### config.mk
export PLATFORM = sky130hd
export DESIGN_NAME = pixel_alpha_mono_converter_top
export DESIGN_NICKNAME = d
export VERILOG_FILES = /design/src/design/pamc_pkg.sv /design/src/design/pamc_div255.sv /design/src/design/pixel_alpha_mono_converter_top.sv
export SDC_FILE = /design/constraint.sdc
export NUM_CORES = 1
export LEC_CHECK = 0
export ABC_CLOCK_PERIOD_IN_PS = 10150
export BUFFER_PORTS_ARGS = -buffer_cell sky130_fd_sc_hd__buf_4
export CELL_PAD_IN_SITES_DETAIL_PLACEMENT = 0
export CELL_PAD_IN_SITES_GLOBAL_PLACEMENT = 1
export CORE_MARGIN = 1
export CORE_UTILIZATION = 35
export DETAILED_ROUTE_END_ITERATION = 6
export GPL_ROUTABILITY_DRIVEN = 0
export HOLD_SLACK_MARGIN = 0.05
export PLACE_DENSITY_LB_ADDON = 0.25
export SYNTH_ARGS = -nofsm -noshare
export SYNTH_HDL_FRONTEND = slang
export SYNTH_SLANG_ARGS = --single-unit
### constraint.sdc
create_clock -name clk_i -period 10.15 [get_ports clk_i]
set_input_delay 1.5225 -clock clk_i [delete_from_list [all_inputs] [get_ports clk_i]]
set_output_delay 1.5225 -clock clk_i [all_outputs]
set_load 0.005 [all_outputs]
### src/design/pamc_pkg.sv
`timescale 1ns / 1ps
// ----------------------------------------------------------------------------
// pamc_pkg
// Shared types and constants of the pixel alpha/mono converter.
// ----------------------------------------------------------------------------
package pamc_pkg;

  localparam int unsigned ChanBits  = 8;
  localparam int unsigned ProdBits  = 2 * ChanBits;
  localparam int unsigned PipeDepth = 6;

  typedef logic [ChanBits-1:0] chan_t;
  typedef logic [ProdBits-1:0] prod_t;

  // configuration register indexes
  localparam logic [1:0] CfgMonoEnable = 2'd0;
  localparam logic [1:0] CfgLumWeighted = 2'd1;
  localparam logic [1:0] CfgTintSelect = 2'd2;

  // tint selector codes
  localparam logic [1:0] TintWhite  = 2'd0;
  localparam logic [1:0] TintGreen  = 2'd1;
  localparam logic [1:0] TintAmber  = 2'd2;
  localparam logic [1:0] TintWhite2 = 2'd3;

  // floor(c * w / 10000) as floor(c * w * Recip >> WeightShift)
  localparam int unsigned WeightShift = 35;
  localparam int unsigned WeightBits  = 35;
  localparam longint unsigned Recip =
    ((64'd1 << WeightShift) + 64'd9999) / 64'd10000;
  localparam logic [WeightBits-1:0] WeightRed   = WeightBits'(64'd2126 * Recip);
  localparam logic [WeightBits-1:0] WeightGreen = WeightBits'(64'd7152 * Recip);
  localparam logic [WeightBits-1:0] WeightBlue  = WeightBits'(64'd722 * Recip);

  function automatic chan_t tint_factor(input logic [1:0] sel, input logic [1:0] ch);
    chan_t f;
    f = 8'hFF;
    case (sel)
      TintGreen: begin
        case (ch)
          2'd0:    f = 8'h4A;
          2'd1:    f = 8'hFF;
          default: f = 8'h00;
        endcase
      end
      TintAmber: begin
        case (ch)
          2'd0:    f = 8'hFF;
          2'd1:    f = 8'hB7;
          default: f = 8'h00;
        endcase
      end
      TintWhite, TintWhite2: f = 8'hFF;
      default:               f = 8'hFF;
    endcase
    return f;
  endfunction

endpackage

### src/design/pamc_div255.sv
`timescale 1ns / 1ps
// ----------------------------------------------------------------------------
// pamc_div255
// Exact floor(p / 255) of a product of two channel values.
// ----------------------------------------------------------------------------
module pamc_div255 (
  input  pamc_pkg::prod_t prod_i,
  output pamc_pkg::chan_t quot_o
);

  logic [pamc_pkg::ProdBits:0] sum;

  assign sum = {1'b0, prod_i} + (pamc_pkg::ProdBits + 1)'(1)
             + (pamc_pkg::ProdBits + 1)'(prod_i >> pamc_pkg::ChanBits);
  assign quot_o = sum[pamc_pkg::ProdBits-1:pamc_pkg::ChanBits];

endmodule

### src/design/pixel_alpha_mono_converter_top.sv
`timescale 1ns / 1ps
// ----------------------------------------------------------------------------
// pixel_alpha_mono_converter_top
// Per-pixel alpha scaling when alpha_mode_i is set, then optional luminance conversion with tint.
//
//   channel | direction | handshake               | payload
//   --------+-----------+-------------------------+-------------------------------
//   in      | sink      | in_valid_i / in_ready_o | red, green, blue, alpha, mode
//   out     | source    | out_valid_o/out_ready_i | out_red, out_green, out_blue
//   cfg     | sink      | cfg_valid_i/cfg_ready_o | cfg_index_i, cfg_data_i
//
// Six register stages: alpha multiply, divide by 255, luminance terms,
// level, tint multiply, divide by 255 into the output register.
// One pixel per clock while out_ready_i does not stall the output.
// A stalled output holds only the stages that are full; empty stages still fill.
// Reset clears all valid bits and loads the register reset values.
// ----------------------------------------------------------------------------
module pixel_alpha_mono_converter_top (
  input  logic                  clk_i,
  input  logic                  rst_ni,
  input  logic                  in_valid_i,
  output logic                  in_ready_o,
  input  pamc_pkg::chan_t       red_i,
  input  pamc_pkg::chan_t       green_i,
  input  pamc_pkg::chan_t       blue_i,
  input  pamc_pkg::chan_t       alpha_i,
  input  logic                  alpha_mode_i,
  output logic                  out_valid_o,
  input  logic                  out_ready_i,
  output pamc_pkg::chan_t       out_red_o,
  output pamc_pkg::chan_t       out_green_o,
  output pamc_pkg::chan_t       out_blue_o,
  input  logic                  cfg_valid_i,
  output logic                  cfg_ready_o,
  input  logic [1:0]            cfg_index_i,
  input  logic [1:0]            cfg_data_i
);

  localparam int unsigned Depth = pamc_pkg::PipeDepth;

  function automatic pamc_pkg::chan_t third_approx(input logic [9:0] s);
    logic [9:0] a;
    logic [9:0] b;
    a = s >> 2;
    b = a >> 2;
    a = a + b;
    b = b >> 2;
    a = a + b;
    b = b >> 2;
    a = a + b;
    b = b >> 2;
    a = a + b;
    return a[pamc_pkg::ChanBits-1:0];
  endfunction

  // configuration
  logic       mono_q;
  logic       weighted_q;
  logic [1:0] tint_q;

  always_ff @(posedge clk_i or negedge rst_ni) begin
    if (!rst_ni) begin
      mono_q     <= 1'b0;
      weighted_q <= 1'b1;
      tint_q     <= pamc_pkg::TintWhite;
    end else if (cfg_valid_i) begin
      case (cfg_index_i)
        pamc_pkg::CfgMonoEnable:  mono_q     <= cfg_data_i[0];
        pamc_pkg::CfgLumWeighted: weighted_q <= cfg_data_i[0];
        pamc_pkg::CfgTintSelect:  tint_q     <= cfg_data_i;
        default: ;
      endcase
    end
  end

  assign cfg_ready_o = 1'b1;

  // pipeline control
  logic [Depth:1] vld_q;
  logic [Depth:1] en;

  always_comb begin
    en[Depth] = !vld_q[Depth] || out_ready_i;
    for (int k = Depth - 1; k >= 1; k--) begin
      en[k] = !vld_q[k] || en[k+1];
    end
  end

  always_ff @(posedge clk_i or negedge rst_ni) begin
    if (!rst_ni) begin
      vld_q <= '0;
    end else begin
      if (en[1]) begin
        vld_q[1] <= in_valid_i;
      end
      for (int k = 2; k <= Depth; k++) begin
        if (en[k]) begin
          vld_q[k] <= vld_q[k-1];
        end
      end
    end
  end

  assign in_ready_o  = en[1];
  assign out_valid_o = vld_q[Depth];

  // datapath
  pamc_pkg::chan_t [2:0] in_pix;
  assign in_pix = {blue_i, green_i, red_i};

  pamc_pkg::chan_t [2:0] s1_pix_q;
  pamc_pkg::prod_t [2:0] s1_prod_q;
  logic                  s1_amode_q;

  pamc_pkg::chan_t [2:0] s2_quot;
  pamc_pkg::chan_t [2:0] s2_pix_q;

  logic [pamc_pkg::WeightBits-1:0] weight_k [3];
  logic [pamc_pkg::WeightBits+pamc_pkg::ChanBits-1:0] s3_wprod [3];
  pamc_pkg::chan_t [2:0] s3_term_q;
  logic [9:0]            s3_sum_q;
  pamc_pkg::chan_t [2:0] s3_pix_q;

  logic [9:0]            s4_wsum;
  pamc_pkg::chan_t       s4_level_q;
  pamc_pkg::chan_t [2:0] s4_pix_q;

  pamc_pkg::prod_t [2:0] s5_prod_q;
  pamc_pkg::chan_t [2:0] s5_pix_q;

  pamc_pkg::chan_t [2:0] s6_quot;
  pamc_pkg::chan_t [2:0] s6_pix_q;

  assign weight_k[0] = pamc_pkg::WeightRed;
  assign weight_k[1] = pamc_pkg::WeightGreen;
  assign weight_k[2] = pamc_pkg::WeightBlue;

  for (genvar i = 0; i < 3; i++) begin : g_chan
    pamc_div255 u_div_alpha (
      .prod_i (s1_prod_q[i]),
      .quot_o (s2_quot[i])
    );
    pamc_div255 u_div_tint (
      .prod_i (s5_prod_q[i]),
      .quot_o (s6_quot[i])
    );
    assign s3_wprod[i] =
      (pamc_pkg::WeightBits + pamc_pkg::ChanBits)'(s2_pix_q[i])
      * (pamc_pkg::WeightBits + pamc_pkg::ChanBits)'(weight_k[i]);
  end

  assign s4_wsum = 10'(s3_term_q[0]) + 10'(s3_term_q[1]) + 10'(s3_term_q[2]);

  always_ff @(posedge clk_i) begin
    if (en[1]) begin
      s1_pix_q   <= in_pix;
      s1_amode_q <= alpha_mode_i;
      for (int i = 0; i < 3; i++) begin
        s1_prod_q[i] <= pamc_pkg::ProdBits'(in_pix[i]) * pamc_pkg::ProdBits'(alpha_i);
      end
    end
    if (en[2]) begin
      s2_pix_q <= s1_amode_q ? s2_quot : s1_pix_q;
    end
    if (en[3]) begin
      s3_pix_q <= s2_pix_q;
      s3_sum_q <= 10'(s2_pix_q[0]) + 10'(s2_pix_q[1]) + 10'(s2_pix_q[2]);
      for (int i = 0; i < 3; i++) begin
        s3_term_q[i] <= s3_wprod[i][pamc_pkg::WeightShift +: pamc_pkg::ChanBits];
      end
    end
    if (en[4]) begin
      s4_pix_q   <= s3_pix_q;
      s4_level_q <= weighted_q ? s4_wsum[pamc_pkg::ChanBits-1:0] : third_approx(s3_sum_q);
    end
    if (en[5]) begin
      s5_pix_q <= s4_pix_q;
      for (int i = 0; i < 3; i++) begin
        s5_prod_q[i] <= pamc_pkg::ProdBits'(s4_level_q)
                      * pamc_pkg::ProdBits'(pamc_pkg::tint_factor(tint_q, 2'(i)));
      end
    end
    if (en[6]) begin
      s6_pix_q <= mono_q ? s6_quot : s5_pix_q;
    end
  end

  assign out_red_o   = s6_pix_q[0];
  assign out_green_o = s6_pix_q[1];
  assign out_blue_o  = s6_pix_q[2];

endmodule

# --- After elaboration in Yosys (flattened, before gate mapping) ---
# Cells that the tools add are included.
op_classes:
  add_sub_neg: 19
  mul: 9
  eq_ne: 5
  muxes: 9
  n_reduce_logical: 21
op_table:
  columns: ["operator", "n"]
  rows:
  - ["adder 16 x 1 -> 16 bit, second input constant", 6]
  - ["adder 16 x 8 -> 16 bit", 6]
  - ["multiplier 8 x 8 -> 16 bit", 6]
  - ["multiplier 8 x 30 -> 38 bit, second input constant", 2]
  - ["two-way mux 24 bit", 2]
  - ["case mux 8 bit (2 select lines)", 3]
  - ["multiplier 8 x 31 -> 39 bit, second input constant", 1]
  - ["two-way mux 8 bit", 4]
  - ["adder 8 bit", 2]
  - ["adder 9 x 8 -> 10 bit", 1]
  - ["adder 8 x 8 -> 9 bit", 1]
  - ["adder 8 x 2 -> 8 bit", 1]
  - ["adder 8 x 4 -> 8 bit", 1]
  - ["adder 8 x 6 -> 8 bit", 1]
  - ["== test 2 bit, second input constant", 3]
  - ["zero test 1 bit", 6]
  - ["logical OR 1 bit", 6]
  - ["AND reduction 2 bit", 3]
  - ["OR reduction 3 bit", 2]
  - ["== test 2 x 1 -> 1 bit, second input constant", 2]
  - ["zero test 2 bit", 2]
  - ["OR reduction 2 bit", 2]
word_totals:
  ff_bits: 293
  in_bits: 42
  output_inout_bits: 27
  word_cells: 102

# --- Logic depth before layout (Yosys ltp) ---
depth:
  ltp_word: 7
  mapped_depth: 19
  mapped_depth_nobuf: 19

# --- Cells and area by module ---
# A second synthesis with hierarchy kept.
unflattened:
  hier_cells: 2965
  area_unflattened_um2: 32591.3
by_module_without_submodules:
  columns: ["mod", "instances", "cells_each", "area_per_inst_um2", "seq_area_each_um2"]
  rows:
  - ["pixel_alpha_mono_converter_top", 1, 2737, 30714.5, 8539.4]
  - ["pamc_div255", 6, 38, 312.8, 0.0]

# --- Least setup slack after synthesis ---
# Ideal clock, no wire load.
synth_timing:
  path_type: "input -> output"
  startpoint: "input port out_ready_i"
  endpoint: "output port in_ready_o"
  arrival_ns: 4.701
  required_time_ns: 8.628
  path_slack_ns: 3.926
  cell_stages: 4
  n_path_buf: 0
  path_cell_list: "nor2b_1 nand3_1 nor2_1 nand3_1"
synth_between:
  elab_chain_cells: 6
synth_lines:
  columns: ["item", "line", "source"]
  rows:
  - ["from (decl)", "pixel_alpha_mono_converter_top.sv:29", "input logic out_ready_i,"]
  - ["logical OR 1 bit", "pixel_alpha_mono_converter_top.sv:83", "en[Depth] = !vld_q[Depth] || out_ready_i;"]
  - ["logical OR 1 bit (2 in series)", "pixel_alpha_mono_converter_top.sv:85", "en[k] = !vld_q[k] || en[k+1];"]
  - ["via en (one bit)", "pixel_alpha_mono_converter_top.sv:80", "logic [Depth:1] en;"]
  - ["logical OR 1 bit (3 in series)", "pixel_alpha_mono_converter_top.sv:85", null]
  - ["to (decl)", "pixel_alpha_mono_converter_top.sv:22", "output logic in_ready_o,"]
# The timed path passes the listed nets, and every way through them passes these cells.

# --- Final worst setup path ---
layout_timing:
  startpoint: "register tint_q[0]"
  endpoint: "register s5_prod_q[46] (netlist name) (data pin)"
layout_between:
  elab_chain_cells: 5
  word_cells_on_any_way: 9
  classes_between: "mul (1); eq/ne (3); mux (2); reduce/logical (3)"
layout_lines:
  columns: ["item", "line", "source"]
  rows:
  - ["from (decl)", "pixel_alpha_mono_converter_top.sv:59", "logic [1:0] tint_q;"]
  - ["from (signal assigned)", "pixel_alpha_mono_converter_top.sv:65", "tint_q <= pamc_pkg::TintWhite;"]
  - ["from (signal assigned)", "pixel_alpha_mono_converter_top.sv:70", "pamc_pkg::CfgTintSelect: tint_q <= cfg_data_i;"]
  - ["== test 2 bit, or another cell as far along", "pamc_pkg.sv:38", "case (sel)"]
  - ["OR reduction 2 bit, on equally long branches", null, null]
  - ["case mux 8 bit (2 select lines) *", "pamc_pkg.sv:38", null]
  - ["two-way mux 8 bit *", "pixel_alpha_mono_converter_top.sv:176", "if (en[5]) begin"]
  - ["multiplier 8 x 8 -> 16 bit *", "pixel_alpha_mono_converter_top.sv:180", "* pamc_pkg::ProdBits'(pamc_pkg::tint_factor(tint_q, 2'(i)));"]
  - ["to (signal, indexed assignment)", "pixel_alpha_mono_converter_top.sv:179", "s5_prod_q[i] <= pamc_pkg::ProdBits'(s4_level_q)"]
  - ["to (decl)", "pixel_alpha_mono_converter_top.sv:128", "pamc_pkg::prod_t [2:0] s5_prod_q;"]
# Mark *: on every way between the ends. The rest lies on a longest branch, timed or not. The select of a mux whose other input is x is not followed.
# A chain may end at the register's enable or synchronous reset.

==> reports/results.ini <==
[cells_and_area]
nFillCells = 9154
nNetsFinal = 4143
diodes = 0
syn_to_final_growth_pct = 10.27
drive_above_1_share_pct = 5.803

[route]
drc = 0
routed_via_density = 4.636
num_vias = 20620
wl_um = 70250
ant_nets = 0
first_pass_iters = 5
drtIter0Drc = 1022
routedWlPerCell_um = 15.79

[die]
die_w_um = 307.8
coreArea_um2 = 92080
dieHeight_um = 307.8
rows = 111
num_io_pins = 69
dieArea_um2 = 94720
start_util_pct = 35.54

[logic_synthesis]
synth-edff-count = 276
ys.flop_type = edfxtp_1
async_flop_share_pct = 3.497
synth_area_per_cell_um2 = 10.59
synth-seq-area-share_pct = 26.10
ys_ff_latch = 286
synthCells = 3091
yosysWarnings = 0
synth_nets = 4059
mappedNetlistArea_um2 = 32720
ys_types = 81

[sta]
finalSetupViolations = 0
fmax_mhz = 183.2
fin_crit_sh_pct = 53.79
relSlewSlack_pct = 27.13
setup_tns_ns = 0
finalClockSkew_ns = 0.03042
fin_crit_ns = 5.460
drv_slew = 0
hold_viol_final = 0
tightest_slew_ns = 1.092
rsz0062_at_grt = false

[critical_path]
critical_path_buf_inv_count = 5
arrival_ns = 5.78
r2r_cells = 16
crit_family = adder cells
crit_cells = 16
setup.worst_path.class = reg -> reg
cp_slowest_cell = fa_1
cp_max_fo = 8
crit_path_end_kind = flip-flop
worstPathRequired_ns = 10.47
cpMostUsedCell = inv_1
path_cells = inv_1 -> ha_1 -> and2_1 -> inv_1 -> fa_1 -> inv_1 -> fa_1 -> fa_1 -> inv_1 -> fa_1 -> inv_1 -> ha_1 -> o41ai_1 -> o21ai_1 -> o41a_1 -> xor2_1
slowest_delay_ns = 0.58
start_kind = flip-flop

[cts]
h-tree-depth = 2
ctsResizeCount = 0
clk_pin_slew_ns = 0.06
ctsHoldBuffers = 0
clk_path_buf_depth = 3
clk_latency_ns = 0.58
cts_setup_buffers = 0
cts_made_buffers = 38
clock-sinks = 286
tritoncts = built
cts_root_buf = clkbuf_16

[global_routing]
grt_pass1_wl_um = 116600
overflow = 0
antenna_found_initial = 0
grt_pass1_vias = 21650
track_usage_pct = 15.57
grt_max_degree = 74

[placed_design]
dp_hpwl_um = 56940
port_buffers = 67

[outcome]
run_status = finished, final reports clean

[min_path]
holdPathStages = 0
min_path_type = reg -> reg

[flow_run]
max_cap_violations = 0

-- stage by stage --
step / worst slack, ns / instances / util [%] / instance area, um2 / hold WS [ns]
6_report: 4.690 / 4448 / 39.19 / 36080 / 0.4054
5_1_grt: 4.333 / 4448 / 39.19 / 36080 / 0.4191
4_1_cts: 4.640 / 4448 / 39.19 / 36080 / 0.4014
3_5_place_dp: 4.313 / 4378 / 37.75 / 34760 / 0.4045
3_3_place_gp: 4.321 / 4378 / 37.75 / 34760 / 0.4002
2_1_floorplan: 3.926 / 3091 / - / 32720 / 0.4003
-- cells in the mapped netlist, types with 11 or more instances --
library cell  instances  share of area [%]
a21o_1               33               0.76
a21oi_1             130                2.0
a31oi_1              12               0.23
and2_1              104                2.0
and3_1               14               0.27
clkbuf_1             29               0.33
edfxtp_1            276                 25
fa_1                387                 24
ha_1                539                 21
inv_1               708                8.1
nand2_1             166                1.9
nand2b_1             20               0.38
nand3_1              48               0.73
nand4_1              11               0.21
nor2_1              144                1.7
nor2b_1              25               0.48
nor3_1               29               0.44
o211ai_1             17               0.39
o21a_1               31               0.71
o21ai_0              44               0.67
o21bai_1             13               0.30
xnor2_1              92                2.5
xor2_1               49                1.3
-- layout by cell type (no fill, tap or decap), types with 38 or more instances in the layout --
cell | netlist | layout
inv_1 | 708 | 707
ha_1 | 539 | 539
fa_1 | 387 | 387
edfxtp_1 | 276 | 276
nand2_1 | 166 | 165
nor2_1 | 144 | 144
a21oi_1 | 130 | 130
and2_1 | 104 | 104
xnor2_1 | 92 | 92
buf_4 | 1 | 78
xor2_1 | 49 | 49
nand3_1 | 48 | 46
o21ai_0 | 44 | 44
clkbuf_16 | 0 | 38
-- metal layers --
| metal | vias to the layer above | global-route usage (%) | wire length, um |
|---|---|---|---|
| met2 | 209 | 26.25 | 33410 |
| met3 | 59 | 1.762 | 1836 |
| li1 | 10320 | - | - |
| met4 | 0 | 3.078 | 1102 |
| met5 | - | 0 | 0 |
| met1 | 10030 | 21.53 | 33910 |
-- path summary, 6_finish.rpt --
path | endpoint | startpoint | slack [ns]
hold / removal | s4_pix_q[14]$_DFFE_PP_ | s3_pix_q[14]$_DFFE_PP_ | 0.41
min in group asynchronous | mono_q$_DFFE_PN0P_ | rst_ni | 0.81
setup / recovery | s5_prod_q[46]$_DFFE_PP_ | tint_q[0]$_DFFE_PN0P_ | 4.69
hold reg to reg | s4_pix_q[14]$_DFFE_PP_ | s3_pix_q[14]$_DFFE_PP_ | 0.41
max in group asynchronous | weighted_q$_DFFE_PN1P_ | rst_ni | 9.09
setup reg to reg | s5_prod_q[46]$_DFFE_PP_ | tint_q[0]$_DFFE_PN0P_ | 4.69
-- kinds of logic after synthesis --
kind of cell    Yosys count  synth area share [%]
other cells               1               0.01146
fa+ha+maj               926                 44.28
simple gates            602                 9.004
mux                       8                0.2638
buf+inv                 742                 8.523
compound gates          385                 8.045
flops                   286                 26.10
xor+xnor                141                 3.774
-- area by class of cell --
cell class	instances	area (um2)	share of cell area (%)
clock buffer	44	993.5	2.753
inverter	708	2658	7.365
timing repair buffer	78	585.6	1.623
clock inverter	26	330.3	0.9154
multi-input combinational	2063	21420	59.36
tap	1243	1555	4.310
sequential	286	8541	23.67
-- registers in the layout (all words and copies together) (netlist names), 19 cells and up --
signal and cells:
s1_prod_q 48, s5_prod_q 48, s1_pix_q 24, s2_pix_q 24
s3_pix_q 24, s4_pix_q 24, s5_pix_q 24, s3_term_q 19
Power is left out: the tool's default activity adds up to more than one toggle a clock period on the data nets, which glitch-free logic cannot reach.
